$ cat src/sv/dnsap_pkg.sv
package dnsap_pkg;

    // default limit on labels in one name
    localparam int DEFAULT_MAX_NAME_LABELS = 128;

    // parse phases
    typedef enum logic [2:0] {
        PH_HEADER = 3'd0,
        PH_NAME   = 3'd1,
        PH_FIXED  = 3'd2,
        PH_RDATA  = 3'd3,
        PH_DONE   = 3'd4
    } phase_t;

    // final status codes
    localparam logic [3:0] ST_OK          = 4'd0;
    localparam logic [3:0] ST_SHORT       = 4'd1;
    localparam logic [3:0] ST_ID_MISMATCH = 4'd2;
    localparam logic [3:0] ST_NOT_RESP    = 4'd3;
    localparam logic [3:0] ST_RCODE       = 4'd4;
    localparam logic [3:0] ST_BAD_QUEST   = 4'd5;
    localparam logic [3:0] ST_BAD_ANSWER  = 4'd6;
    localparam logic [3:0] ST_BAD_RDATA   = 4'd7;
    localparam logic [3:0] ST_NO_A        = 4'd8;

    // result kinds
    localparam logic KIND_ADDRESS = 1'b0;
    localparam logic KIND_STATUS  = 1'b1;

    // last header byte position, header done position and last positions of the question and answer fixed fields
    localparam logic [3:0] HDR_LAST_POS  = 4'd11;
    localparam logic [3:0] HDR_DONE_POS  = 4'd12;
    localparam logic [3:0] QFIX_LAST_POS = 4'd3;
    localparam logic [3:0] AFIX_LAST_POS = 4'd9;

    // one result word
    typedef struct packed {
        logic        record_kind;
        logic [31:0] ipv4_address;
        logic [3:0]  status;
        logic [3:0]  response_code;
        logic        end_of_run;
    } result_t;

endpackage

$ cat src/sv/dns_a_response_parser.sv
// DNS A-record response parser. Feed the response one byte per word on the s_ channel with
// s_last_byte on its final byte; the block checks the 12-byte header against cfg_wr_data
// (written with cfg_wr_en while idle), skips the questions, walks the answers and returns on
// the m_ channel one word for every class-1, type-1 answer with 4 bytes of rdata (as soon as
// its fourth rdata byte arrives) and one status word on the last byte, after which the next
// byte starts a new message. Every byte is parsed in the cycle it is accepted, so one byte a
// cycle is taken while the sink keeps up. Results go through a three-entry output queue;
// s_ready is high while the queue holds at most one word, or two while the sink takes one,
// so a last byte that also completes an address (two words) does not stall a sink that keeps
// up, and a stalled sink stops intake once two words wait.
module dns_a_response_parser #(
    parameter int MAX_NAME_LABELS = dnsap_pkg::DEFAULT_MAX_NAME_LABELS
) (
    input  logic        aclk,
    input  logic        aresetn,
    input  logic        cfg_wr_en,
    input  logic [15:0] cfg_wr_data,
    input  logic        s_valid,
    output logic        s_ready,
    input  logic [7:0]  s_byte_value,
    input  logic        s_last_byte,
    output logic        m_valid,
    input  logic        m_ready,
    output logic        m_record_kind,
    output logic [31:0] m_ipv4_address,
    output logic [3:0]  m_status,
    output logic [3:0]  m_response_code,
    output logic        m_end_of_run
);

    localparam logic [7:0] LABEL_LIMIT = 8'(MAX_NAME_LABELS);

    // error code for a message cut or broken inside a section
    function automatic logic [3:0] sec_err(input logic [15:0] q_left,
                                           input dnsap_pkg::phase_t ph);
        logic [3:0] code;
        if (q_left != 16'd0) begin
            code = dnsap_pkg::ST_BAD_QUEST;
        end else if (ph == dnsap_pkg::PH_RDATA) begin
            code = dnsap_pkg::ST_BAD_RDATA;
        end else begin
            code = dnsap_pkg::ST_BAD_ANSWER;
        end
        return code;
    endfunction

    logic [15:0] exp_id_reg;
    dnsap_pkg::phase_t phase_reg, phase_next;
    logic [3:0]  hpos_reg, hpos_next;
    logic [15:0] qleft_reg, qleft_next;
    logic [15:0] aleft_reg, aleft_next;
    logic [5:0]  lbl_reg, lbl_next;
    logic [7:0]  labels_reg, labels_next;
    logic        ptr_reg, ptr_next;
    logic [3:0]  fpos_reg, fpos_next;
    logic [15:0] type_reg, type_next;
    logic [15:0] class_reg, class_next;
    logic [15:0] rdleft_reg, rdleft_next;
    logic        isa_reg, isa_next;
    logic [31:0] acc_reg, acc_next;
    logic [3:0]  err_reg, err_next;
    logic [3:0]  rcode_reg, rcode_next;
    logic        found_reg, found_next;

    dnsap_pkg::result_t q_reg [3];
    dnsap_pkg::result_t q_next [3];
    logic [1:0]  count_reg, count_next;

    logic        accept;
    logic        pop;
    logic        emit_addr;
    logic        emit_stat;
    logic        do_next;
    logic [31:0] addr_res;
    logic [3:0]  st_res;
    logic [3:0]  rc_res;
    logic [15:0] word;
    logic [1:0]  push_n;
    logic [1:0]  base;
    dnsap_pkg::result_t r0, r1;

    assign s_ready = (count_reg <= 2'd1) || (count_reg == 2'd2 && m_ready);
    assign accept  = s_valid && s_ready;
    assign m_valid = (count_reg != 2'd0);
    assign pop     = m_valid && m_ready;
    assign word    = {acc_reg[7:0], s_byte_value};

    // configured transaction id
    always_ff @(posedge aclk) begin
        if (!aresetn) begin
            exp_id_reg <= 16'd0;
        end else if (cfg_wr_en) begin
            exp_id_reg <= cfg_wr_data;
        end
    end

    // per-byte parse step
    always_comb begin
        phase_next  = phase_reg;
        hpos_next   = hpos_reg;
        qleft_next  = qleft_reg;
        aleft_next  = aleft_reg;
        lbl_next    = lbl_reg;
        labels_next = labels_reg;
        ptr_next    = ptr_reg;
        fpos_next   = fpos_reg;
        type_next   = type_reg;
        class_next  = class_reg;
        rdleft_next = rdleft_reg;
        isa_next    = isa_reg;
        acc_next    = acc_reg;
        err_next    = err_reg;
        rcode_next  = rcode_reg;
        found_next  = found_reg;
        emit_addr   = 1'b0;
        emit_stat   = 1'b0;
        do_next     = 1'b0;
        addr_res    = 32'd0;
        st_res      = dnsap_pkg::ST_OK;
        rc_res      = 4'd0;

        if (accept) begin
            if (phase_reg == dnsap_pkg::PH_HEADER) begin
                // header words, high byte parked in the accumulator
                case (hpos_reg)
                    4'd0, 4'd2, 4'd4, 4'd6: begin
                        acc_next = {24'd0, s_byte_value};
                    end
                    4'd1: begin
                        if (word != exp_id_reg && err_next == dnsap_pkg::ST_OK) begin
                            err_next = dnsap_pkg::ST_ID_MISMATCH;
                        end
                    end
                    4'd3: begin
                        if (!word[15] && err_next == dnsap_pkg::ST_OK) begin
                            err_next = dnsap_pkg::ST_NOT_RESP;
                        end
                        if (word[3:0] != 4'd0 && err_next == dnsap_pkg::ST_OK) begin
                            rcode_next = word[3:0];
                            err_next   = dnsap_pkg::ST_RCODE;
                        end
                    end
                    4'd5: begin
                        qleft_next = word;
                    end
                    4'd7: begin
                        aleft_next = word;
                    end
                    default: begin
                    end
                endcase
                if (hpos_reg >= dnsap_pkg::HDR_LAST_POS) begin
                    hpos_next = dnsap_pkg::HDR_DONE_POS;
                    acc_next  = 32'd0;
                    if (err_next == dnsap_pkg::ST_OK) begin
                        do_next = 1'b1;
                    end else begin
                        phase_next = dnsap_pkg::PH_DONE;
                    end
                end else begin
                    hpos_next = hpos_reg + 4'd1;
                end
            end else if (err_reg == dnsap_pkg::ST_OK) begin
                case (phase_reg)
                    dnsap_pkg::PH_NAME: begin
                        // labels, pointers and the terminating zero
                        if (ptr_reg) begin
                            ptr_next   = 1'b0;
                            phase_next = dnsap_pkg::PH_FIXED;
                            fpos_next  = 4'd0;
                        end else if (lbl_reg != 6'd0) begin
                            lbl_next = lbl_reg - 6'd1;
                        end else if (labels_reg >= LABEL_LIMIT) begin
                            err_next = sec_err(qleft_reg, phase_reg);
                        end else if (s_byte_value[7:6] == 2'b11) begin
                            ptr_next = 1'b1;
                        end else if (s_byte_value[7:6] != 2'b00) begin
                            err_next = sec_err(qleft_reg, phase_reg);
                        end else if (s_byte_value == 8'd0) begin
                            phase_next = dnsap_pkg::PH_FIXED;
                            fpos_next  = 4'd0;
                        end else begin
                            lbl_next    = s_byte_value[5:0];
                            labels_next = labels_reg + 8'd1;
                        end
                    end
                    dnsap_pkg::PH_FIXED: begin
                        if (qleft_reg != 16'd0) begin
                            // question type and class
                            if (fpos_reg >= dnsap_pkg::QFIX_LAST_POS) begin
                                qleft_next = qleft_reg - 16'd1;
                                do_next    = 1'b1;
                            end else begin
                                fpos_next = fpos_reg + 4'd1;
                            end
                        end else begin
                            // answer type, class, ttl, rdlength
                            if (fpos_reg <= 4'd1) begin
                                type_next = {type_reg[7:0], s_byte_value};
                            end else if (fpos_reg <= 4'd3) begin
                                class_next = {class_reg[7:0], s_byte_value};
                            end else if (fpos_reg >= 4'd8) begin
                                rdleft_next = {rdleft_reg[7:0], s_byte_value};
                            end
                            if (fpos_reg < dnsap_pkg::AFIX_LAST_POS) begin
                                fpos_next = fpos_reg + 4'd1;
                            end else begin
                                isa_next   = (type_reg == 16'd1) && (class_reg == 16'd1)
                                             && (rdleft_next == 16'd4);
                                type_next  = 16'd0;
                                class_next = 16'd0;
                                acc_next   = 32'd0;
                                fpos_next  = 4'd0;
                                if (rdleft_next == 16'd0) begin
                                    aleft_next = aleft_reg - 16'd1;
                                    do_next    = 1'b1;
                                end else begin
                                    phase_next = dnsap_pkg::PH_RDATA;
                                end
                            end
                        end
                    end
                    dnsap_pkg::PH_RDATA: begin
                        // rdata, collected only for an A record
                        if (isa_reg) begin
                            acc_next = {acc_reg[23:0], s_byte_value};
                        end
                        rdleft_next = rdleft_reg - 16'd1;
                        if (rdleft_next == 16'd0) begin
                            if (isa_reg) begin
                                emit_addr  = 1'b1;
                                addr_res   = acc_next;
                                found_next = 1'b1;
                            end
                            isa_next   = 1'b0;
                            acc_next   = 32'd0;
                            aleft_next = aleft_reg - 16'd1;
                            do_next    = 1'b1;
                        end
                    end
                    default: begin
                    end
                endcase
            end

            // move on to the next record or finish
            if (do_next) begin
                if (qleft_next != 16'd0 || aleft_next != 16'd0) begin
                    phase_next  = dnsap_pkg::PH_NAME;
                    labels_next = 8'd0;
                    lbl_next    = 6'd0;
                    ptr_next    = 1'b0;
                end else begin
                    phase_next = dnsap_pkg::PH_DONE;
                end
            end

            // final status and clear for the next message
            if (s_last_byte) begin
                emit_stat = 1'b1;
                if (phase_next == dnsap_pkg::PH_HEADER) begin
                    st_res = dnsap_pkg::ST_SHORT;
                end else if (err_next != dnsap_pkg::ST_OK) begin
                    st_res = err_next;
                end else if (phase_next != dnsap_pkg::PH_DONE) begin
                    st_res = sec_err(qleft_next, phase_next);
                end else if (!found_next) begin
                    st_res = dnsap_pkg::ST_NO_A;
                end else begin
                    st_res = dnsap_pkg::ST_OK;
                end
                rc_res = (st_res == dnsap_pkg::ST_RCODE) ? rcode_next : 4'd0;

                phase_next  = dnsap_pkg::PH_HEADER;
                hpos_next   = 4'd0;
                qleft_next  = 16'd0;
                aleft_next  = 16'd0;
                lbl_next    = 6'd0;
                labels_next = 8'd0;
                ptr_next    = 1'b0;
                fpos_next   = 4'd0;
                type_next   = 16'd0;
                class_next  = 16'd0;
                rdleft_next = 16'd0;
                isa_next    = 1'b0;
                acc_next    = 32'd0;
                err_next    = dnsap_pkg::ST_OK;
                rcode_next  = 4'd0;
                found_next  = 1'b0;
            end
        end
    end

    // parse state registers
    always_ff @(posedge aclk) begin
        if (!aresetn) begin
            phase_reg  <= dnsap_pkg::PH_HEADER;
            hpos_reg   <= 4'd0;
            qleft_reg  <= 16'd0;
            aleft_reg  <= 16'd0;
            lbl_reg    <= 6'd0;
            labels_reg <= 8'd0;
            ptr_reg    <= 1'b0;
            fpos_reg   <= 4'd0;
            type_reg   <= 16'd0;
            class_reg  <= 16'd0;
            rdleft_reg <= 16'd0;
            isa_reg    <= 1'b0;
            acc_reg    <= 32'd0;
            err_reg    <= dnsap_pkg::ST_OK;
            rcode_reg  <= 4'd0;
            found_reg  <= 1'b0;
        end else begin
            phase_reg  <= phase_next;
            hpos_reg   <= hpos_next;
            qleft_reg  <= qleft_next;
            aleft_reg  <= aleft_next;
            lbl_reg    <= lbl_next;
            labels_reg <= labels_next;
            ptr_reg    <= ptr_next;
            fpos_reg   <= fpos_next;
            type_reg   <= type_next;
            class_reg  <= class_next;
            rdleft_reg <= rdleft_next;
            isa_reg    <= isa_next;
            acc_reg    <= acc_next;
            err_reg    <= err_next;
            rcode_reg  <= rcode_next;
            found_reg  <= found_next;
        end
    end

    // words produced by this byte, address first
    always_comb begin
        r1.record_kind   = dnsap_pkg::KIND_STATUS;
        r1.ipv4_address  = 32'd0;
        r1.status        = st_res;
        r1.response_code = rc_res;
        r1.end_of_run    = 1'b1;
        if (emit_addr) begin
            r0.record_kind   = dnsap_pkg::KIND_ADDRESS;
            r0.ipv4_address  = addr_res;
            r0.status        = dnsap_pkg::ST_OK;
            r0.response_code = 4'd0;
            r0.end_of_run    = !s_last_byte;
        end else begin
            r0 = r1;
        end
        push_n = 2'(emit_addr) + 2'(emit_stat);
    end

    // output queue: shift on pop, append behind the occupied entries
    always_comb begin
        base = count_reg - 2'(pop);
        for (int i = 0; i < 3; i++) begin
            if (pop && i < 2) begin
                q_next[i] = q_reg[i + 1];
            end else begin
                q_next[i] = q_reg[i];
            end
        end
        for (int i = 0; i < 3; i++) begin
            if (push_n != 2'd0 && 2'(i) == base) begin
                q_next[i] = r0;
            end else if (push_n == 2'd2 && 2'(i) == base + 2'd1) begin
                q_next[i] = r1;
            end
        end
        count_next = base + push_n;
    end

    always_ff @(posedge aclk) begin
        if (!aresetn) begin
            count_reg <= 2'd0;
        end else begin
            count_reg <= count_next;
        end
    end

    always_ff @(posedge aclk) begin
        for (int i = 0; i < 3; i++) begin
            q_reg[i] <= q_next[i];
        end
    end

    assign m_record_kind   = q_reg[0].record_kind;
    assign m_ipv4_address  = q_reg[0].ipv4_address;
    assign m_status        = q_reg[0].status;
    assign m_response_code = q_reg[0].response_code;
    assign m_end_of_run    = q_reg[0].end_of_run;

    // a status word always closes the run of its byte
    a_status_ends_run: assert property (@(posedge aclk) disable iff (!aresetn)
        m_valid && m_record_kind == dnsap_pkg::KIND_STATUS |-> m_end_of_run)
        else $error("status word without end_of_run");

    // an address word carries no status or rcode
    a_addr_clean: assert property (@(posedge aclk) disable iff (!aresetn)
        m_valid && m_record_kind == dnsap_pkg::KIND_ADDRESS |->
        m_status == dnsap_pkg::ST_OK && m_response_code == 4'd0)
        else $error("address word with status bits");

    // rcode only reported with the rcode status
    a_rcode_status: assert property (@(posedge aclk) disable iff (!aresetn)
        m_valid && m_response_code != 4'd0 |-> m_status == dnsap_pkg::ST_RCODE)
        else $error("rcode without rcode status");

    // no address once an error is latched
    a_no_addr_after_err: assert property (@(posedge aclk) disable iff (!aresetn)
        accept && err_reg != dnsap_pkg::ST_OK |-> !emit_addr)
        else $error("address emitted after error");

    // the last byte leaves the parser at the start of a header
    a_last_restarts: assert property (@(posedge aclk) disable iff (!aresetn)
        accept && s_last_byte |=> phase_reg == dnsap_pkg::PH_HEADER && hpos_reg == 4'd0
        && err_reg == dnsap_pkg::ST_OK)
        else $error("parser not restarted after last byte");

endmodule

$ cat config.mk
export PLATFORM = sky130hd
export DESIGN_NAME = dns_a_response_parser
export DESIGN_NICKNAME = d
export VERILOG_FILES = /design/src/sv/dnsap_pkg.sv /design/src/sv/dns_a_response_parser.sv
export SDC_FILE = /design/constraint.sdc
export NUM_CORES = 1
export LEC_CHECK = 0
export BUFFER_PORTS_ARGS = -buffer_cell sky130_fd_sc_hd__buf_4
export CAP_MARGIN = 5
export CORE_MARGIN = 4
export CORE_UTILIZATION = 60
export CTS_BUF_LIST = sky130_fd_sc_hd__clkbuf_8 sky130_fd_sc_hd__clkbuf_16
export CTS_CLUSTER_DIAMETER = 40
export CTS_CLUSTER_SIZE = 8
export DETAILED_ROUTE_END_ITERATION = 8
export GPL_ROUTABILITY_DRIVEN = 1
export PLACE_DENSITY = 0.78
export SLEW_MARGIN = 10
export SYNTH_ARGS = -nofsm -noshare
export SYNTH_HDL_FRONTEND = slang
export SYNTH_SLANG_ARGS = --single-unit
export TNS_END_PERCENT = 1
$ cat constraint.sdc
create_clock -name aclk -period 7.52 [get_ports aclk]
set_clock_uncertainty 0.15 [all_clocks]
set_input_delay 1.504 -clock aclk [delete_from_list [all_inputs] [get_ports aclk]]
set_output_delay 1.504 -clock aclk [all_outputs]
set_load 0.01 [all_outputs]
## Yosys cells after proc, flatten, opt, wreduce, memory -nomap -nowiden

Memories as Yosys holds them, arrays and structs flattened.
Cells that the tools add are included.

| storage, ports and cells | value |
|---|---|
| RAM bits | 126 |
| input port bits | 30 |
| memories kept | 1 |
| output and inout port bits | 44 |
| word-level logic and storage cells | 342 |
| register bits after elaboration | 166 |

| cells by class | value |
|---|---|
| eq/ne operators | 41 |
| reduce and logical (&&, ||, !) cells | 53 |
| muxes and demuxes | 210 |
| $add $sub $neg | 11 |
| order comparisons | 8 |

Memories:

| name | words | bits a word | rd ports | clocked after memory_dff | write ports | RTL line | text |
|---|---|---|---|---|---|---|---|
| q_reg | 3 | 42 | 3 | 0 | 3 | dns_a_response_parser.sv:65 | `dnsap_pkg::result_t q_reg [3];` |

Operator list:

| kind | count |
|---|---|
| 2-to-1 mux 16 bit | 44 |
| 2-to-1 mux 32 bit | 15 |
| 2-to-1 mux 42 bit | 9 |
| 2-to-1 mux 4 bit | 48 |
| 2-to-1 mux 8 bit | 12 |
| 2-to-1 mux 6 bit | 12 |
| case mux 16 bit (2 select lines) | 2 |
| case mux 32 bit (2 select lines) | 1 |
| 2-to-1 mux 3 bit | 17 |
| nonzero test 16 bit | 3 |
| subtractor 16 x 1 -> 16 bit (second input constant) | 3 |
| 2-to-1 mux 1 bit | 43 |
| equality test 16 x 1 -> 1 bit (second input constant) | 2 |
| logical NOT 16 bit | 2 |
| inequality test 4 bit (second input constant) | 8 |
| equality test 4 x 3 -> 1 bit (second input constant) | 5 |
| inequality test 3 bit (second input constant) | 6 |
| equality test 16 x 3 -> 1 bit (second input constant) | 1 |
| logical NOT 4 bit | 4 |
| inequality test 16 bit | 1 |
| case mux 4 bit (2 select lines) | 2 |
| logical AND 1 bit | 14 |
| AND reduction 7 bit | 2 |
| AND reduction 6 bit | 2 |
| other kinds (40) | 65 |

## Depth between registers and ports, before layout

Gate-level depths: netlist of the first run.

| logic depth | value |
|---|---|
| word-level depth | 36 |
| mapped depth | 18 |
| mapped depth without buffers | 15 |

## Least setup slack after synthesis of the first run

No wires, ideal clock.

| path | value |
|---|---|
| kind | input port to flip-flop |
| start point | input m_ready |
| end point | memory q_reg[0][100] (netlist name) (enable) |
| buffers on the path | 2 |
| slack | 0.695 ns |
| arrival time | 6.170 ns |
| library setup time | 0.505 ns |
| cell stages on the path | 10 |
| data required time | 6.865 ns |
| cells stage by stage | inv_1 o21ai_0 and2_1 clkbuf_1 nand2_1 clkbuf_1 inv_1 ha_1 inv_1 o31ai_1 |

RTL lines:

| element | RTL line | text |
|---|---|---|
| start, declared | dns_a_response_parser.sv:23 | `input logic m_ready,` |
| end, declared | dns_a_response_parser.sv:65 |  |

==> results of run 1 <==
how the worst max path moves through the flow:
stage / from / end / slack (ns) / cells past startpoint
6_report: rdleft_reg[0] / q_reg[0][22] / 1.80 / 12
5_1_grt: rdleft_reg[1] / q_reg[0][39] / 1.43 / 13
4_1_cts: rdleft_reg[0] / q_reg[0][22] / 1.79 / 12
3_5_place_dp: s_byte_value[1] / q_reg[0][47] / 1.81 / 12
3_3_place_gp: s_byte_value[1] / q_reg[0][5] / 1.87 / 12
2_1_floorplan: m_ready / q_reg[0][100] / 0.70 / 10
metrics by stage:
step	total power (W)	utilization (%)	setup WS (ns)	cell area (um^2)
after global routing	0.005250	68.91	1.433	17500
after floorplan	0.002774	-	0.6953	15590
after CTS	0.005073	68.91	1.793	17500
final	0.005073	68.91	1.804	17500
after detailed placement	0.003081	63.00	1.812	16000
after global placement	0.003042	63.00	1.870	16000
area by class of cell:
cell class / instances / area (um^2) / share of cell area [%]
Timing Repair Buffer: 103 / 773.2 / 4.418
Multi-Input combinational cell: 1296 / 7715 / 44.08
Inverter: 40 / 152.6 / 0.8722
Tap cell: 330 / 412.9 / 2.359
Sequential cell: 284 / 6947 / 39.69
Clock buffer: 55 / 1309 / 7.478
Clock inverter: 32 / 192.7 / 1.101
logic make-up (layout without fill, tap and decap cells):
kind of cell	Yosys count	in the layout	synth area share, %
compound gates	477	477	20.78
xor+xnor	23	23	1.292
fa+ha+maj	19	19	1.525
buf+inv	219	230	6.348
flops	284	284	44.55
mux	39	39	2.528
simple gates	738	738	22.97
cell usage in the layout, fill, tap and decap left out, types with 6 or more instances in the layout:
cell type,netlist,final
o22ai_1,9,9
o21ai_1,15,15
and3_1,13,13
nor2b_1,7,7
edfxtp_1,126,126
nor4_1,30,30
nor3b_1,12,12
dfxtp_1,158,158
a22oi_1,53,53
or3_1,12,12
o31ai_1,13,12
ha_1,19,19
o21a_1,6,6
nand3b_1,8,8
o21ai_0,72,71
nor4b_1,7,7
xor2_1,20,20
clkbuf_16,0,49
a31oi_1,18,18
nand4_1,29,29
a32oi_1,10,10
a211oi_1,15,15
nand3_1,66,66
nand2_1,166,163
and2_1,35,35
a21oi_1,130,130
clkbuf_8,0,6
or2_2,10,10
a22o_1,51,51
nor2_1,247,244
mux2i_1,36,36
nor3_1,60,58
o211ai_1,19,19
inv_1,39,60
buf_4,40,103
where the power goes:
group	switching (W)	internal (W)	leakage, nW
clock network	0.000756	0.00124	0.807
logic	0.000658	0.000350	3.26
registers	0.0000929	0.00198	2.47
critical path, cell delays in order, from the launching register on:
cell	delay (ns)
dfxtp_1	0.69
inv_1	0.11
ha_1	0.37
o41ai_1	0.65
o2111ai_2	0.28
a2111oi_1	0.45
buf_4	0.23
nand3_1	0.25
ha_1	0.38
nor3_1	0.56
nor2_2	0.08
buf_4	0.30
nand2_2	0.80
layer usage:
metal	global-route usage (%)	part of all wire, %
met1	43.51	38
met2	57.69	48
met3	5.590	8.8
met4	15.54	4.7
met5	0	0.050
==> results.ini, run 1 <==
[floorplanning]
rows=58
start_util_pct=61.38
die_w_um=169.2
core_area_um2=25400
ioPinCount=74
die_h_um=169.2
die-area_um2=28630

[cts]
clk_latency_ns=0.56
postCtsResizedCells=0
cts_setup_buffers=0
hold_buffers=0
ctsRootBufferMaster=clkbuf_16
clkTransAtPathRegs_ns=0.05
htreeDepth=2
clock_path_buffers=3
cts_tree=built
cts_buffers=48
clkSinkCount=284

[final_layout]
largest_reg_flops=126
drive_gt1_share_pct=12.10
fin_nets=1822
fill_cells=1988
area_growth_pct=12.25
antenna_cells=0
stdcell_count=2140

[synthesis]
yosysMostFrequentCell=nor2_1
yosysTopAreaCell=edfxtp_1
synthTopCellsByArea=edfxtp_1 24%, dfxtp_1 20%, nor2_1 5.9%, a21oi_1 4.2%, nand2_1 4.0%
synth.top_cells.by_count=247 x nor2_1, 166 x nand2_1, 158 x dfxtp_1, 130 x a21oi_1, 126 x edfxtp_1
yosysUniqueCellTypes=85
syn-cell-area_um2=15590
synth-main-ff-cell=dfxtp_1
synth_top_area_share_pct=24.27
synth_warnings=0
synth_fp_nets=1848
yosysSeqAreaShare_pct=44.56
async_flop_share_pct=0
synth_edf_count=126
synth-seq-cells=284
avgSynthCellArea_um2=8.667
syn_inst=1799

[drt]
ant_nets=0
routed_wl_um=49970
dr.pass1.iters=8
drt_iter0_drc=1555
drc=0
vias=14521
routed_via_density=6.786
wl_per_cell_um=23.35

[sta]
rsz0062_at_grt=false
fmax_mhz=174.9
layout_worst_path_cycle_share_pct=76.01
hold_violations=0
timing.slew.headroom_pct=9.664
whs_ns=0.3071
setup_viol=0
finalSetupTns_ns=0
drv_slew=0
fin_crit_ns=5.716
worstMarginPinSlew_ns=1.345

[worst_hold_path]
worstHoldStart=class_reg[8]
hold_depth=2
min_path_type=flip-flop to flip-flop
min_to=class_reg[8]

[placement]
io_buffers=73
numPlacedInstances=2053
dp_hpwl_um=32850
gp_congestion=0.9941

[power]
max-vdd-ir-drop_uv=389.6
power_density_nw_per_um2=289.9
power.leakage_nw=6.541

[global_route]
grt.total_usage_pct=34.23
antenna_found_initial=1
grt_overflow=0
grt_pass1_wl_um=78770
grt_pass1_vias=14221
grt_max_degree=75

[critical_path]
cp_max_fo=42
reg2reg_slack_ns=1.80
cp.required_ns=7.54
rr_startpoint=rdleft_reg[0]
r2r_cells=12
r2r_end=q_reg[0][22]
cp-start-kind=flip-flop
cp.arrival_ns=5.74
crit_type=flip-flop to flip-flop
cp-end-kind=flip-flop

[run_status]
status=finished, final reports clean

[flow_run]
max_cap_viol_count=0

(Power assumes the default switching activity.)
==> inputs of run 2 (changes only) <==
CORE_UTILIZATION = 56   (was 60)
PLACE_DENSITY = 0.77   (was 0.78)
clock period = 5.01 ns   (was 7.52 ns; I/O delays follow)
==> run 2 against run 1 <==
Effect of this change: sequential cell count is the same; global-route usage fell by 4.0 points; sequential share of layout area down 0.84 points.
==> results.ini, run 2 (synthesis results as in run 1) <==
[drt]
ant_nets=0  ; unchanged
drc=0  ; unchanged
routed_wl_um=47820  ; -4.3%
vias=14195  ; -2.2%
wl_per_cell_um=21.52  ; -7.8%
routed_via_density=6.388  ; -5.9%
drt_iter0_drc=1250  ; -20%
dr.pass1.iters=6  ; -2

[cts]
clkSinkCount=284  ; unchanged
cts_setup_buffers=0  ; unchanged
clock_path_buffers=3  ; unchanged
cts_tree=built
clk_latency_ns=0.56  ; about the same
postCtsResizedCells=0  ; unchanged
hold_buffers=0  ; unchanged
htreeDepth=2  ; unchanged
clkTransAtPathRegs_ns=0.05  ; about the same
cts_buffers=46  ; -4.2%
ctsRootBufferMaster=clkbuf_16

[floorplanning]
die_w_um=174.9  ; +3.3%
start_util_pct=57.37  ; -4.0 points
core_area_um2=27180  ; +7.0%
die-area_um2=30570  ; +6.8%
ioPinCount=74  ; unchanged
die_h_um=174.9  ; +3.3%
rows=60  ; +3.4%

[sta]
layout_worst_path_cycle_share_pct=93.88  ; +18 points
fmax_mhz=212.6  ; +22%
hold_violations=0  ; unchanged
setup_viol=0  ; unchanged
whs_ns=0.2977  ; -0.009379 ns
rsz0062_at_grt=false
finalWorstSetupSlack_ns=0.3067  ; -1.497 ns
drv_slew=0  ; unchanged
worstMarginPinSlew_ns=1.026  ; -0.3189 ns
fin_crit_ns=4.703  ; -1.013 ns
timing.slew.headroom_pct=31.09  ; +21 points

[run_status]
status=finished, final reports clean

[critical_path]
cp.arrival_ns=4.85  ; -0.89 ns
cp-start-kind=flip-flop
crit_type=flip-flop to flip-flop
cp_max_fo=13  ; -69%
cp-end-kind=flip-flop
cp.required_ns=5.16  ; -2.38 ns
reg2reg_slack_ns=0.31  ; -1.50 ns

[final_layout]
layout_common_cells=244 x nor2_1, 163 x nand2_1, 158 x dfxtp_1
antenna_cells=0  ; unchanged
fin_nets=1866  ; +2.4%
stdcell_count=2222  ; +3.8%
drive_gt1_share_pct=14.05  ; +2.0 points
largest_reg_flops=126  ; unchanged
area_growth_pct=14.69
design_area_um2=17880  ; +2.2%
final_common_cell=nor2_1

[power]
power.leakage_nw=6.751  ; +3.2%
total_power_w=0.007516  ; +48%
power_density_nw_per_um2=420.3  ; +45%
max-vdd-ir-drop_uv=276.2  ; -29%

[global_route]
antenna_found_initial=0  ; -1
grt_pass1_vias=13574  ; -4.5%
grt.total_usage_pct=30.26  ; -4.0 points
grt_pass1_wl_um=74720  ; -5.1%
grt_overflow=0  ; unchanged
grt_max_degree=80  ; +6.7%

[flow_run]
max_cap_viol_count=0  ; unchanged

[worst_hold_path]
min_path_type=flip-flop to flip-flop

[placement]
dp_hpwl_um=32610  ; -0.72%
postPlaceCellArea_um2=16450  ; +2.8%
io_buffers=73  ; unchanged
place_ws_ns=0.2658  ; -1.546 ns
gp_congestion=1.017  ; +2.3%
numPlacedInstances=2141  ; +4.3%

## run 2: final cells by class
| cell class | count | area (um^2) |
|---|---|---|
| multi-input cells | 1296 | 7721 |
| repair buffers | 149 | 1169 |
| fillers | 2244 | 9294 |
| inverters | 40 | 152.6 |
| well taps | 372 | 465.4 |
| flip-flops and latches | 284 | 6947 |
| clock buffers | 49 | 1204 |
| clock inverters | 32 | 224.0 |
## run 2: routing by layer
metal	vias up	share of wire (%)	track usage (%)
li1	6611	-	-
met1	6680	40	38.30
met2	730	46	50.00
met3	174	8.7	5.733
met4	0	5.4	14.83
met5	-	0	0
## run 2: worst paths after layout
path | start | end | depth (start not counted)
setup / recovery | rdleft_reg[1] | q_reg[0][6] | 13
setup reg to reg | rdleft_reg[1] | q_reg[0][6] | 13
hold reg to reg | class_reg[8] | class_reg[8] | 2
hold / removal | class_reg[8] | class_reg[8] | 2
## run 2: through the flow
step | setup TNS (ns) | util (%)
final | 0 | 65.80
after CTS | 0 | 65.77
after floorplan | -11.29 | -
after global placement | 0 | 60.52
after global routing | 0 | 65.80
after detailed placement | 0 | 60.52
## run 2: critical path, cell delays in order, from the launching register on
cell and delay, ns:
dfxtp_1 0.41, inv_1 0.17, ha_2 0.33, or3b_1 0.49
o32ai_1 0.38, nor2_1 0.16, a2111o_1 0.50, a211oi_1 0.39
o2111ai_1 0.17, nor4_1 0.37, nand4_2 0.21, o21ai_2 0.29
a31oi_1 0.20, a22o_1 0.24
## run 2: where the power goes
group | internal [W] | switching [W] | total [W] | leakage, nW
Clock | 0.00182 | 0.00109 | 0.00290 | 0.772
Sequential | 0.00296 | 0.000127 | 0.00309 | 2.47
Combinational | 0.000581 | 0.000941 | 0.00152 | 3.51
Total | 0.00536 | 0.00215 | 0.00752 | 6.75
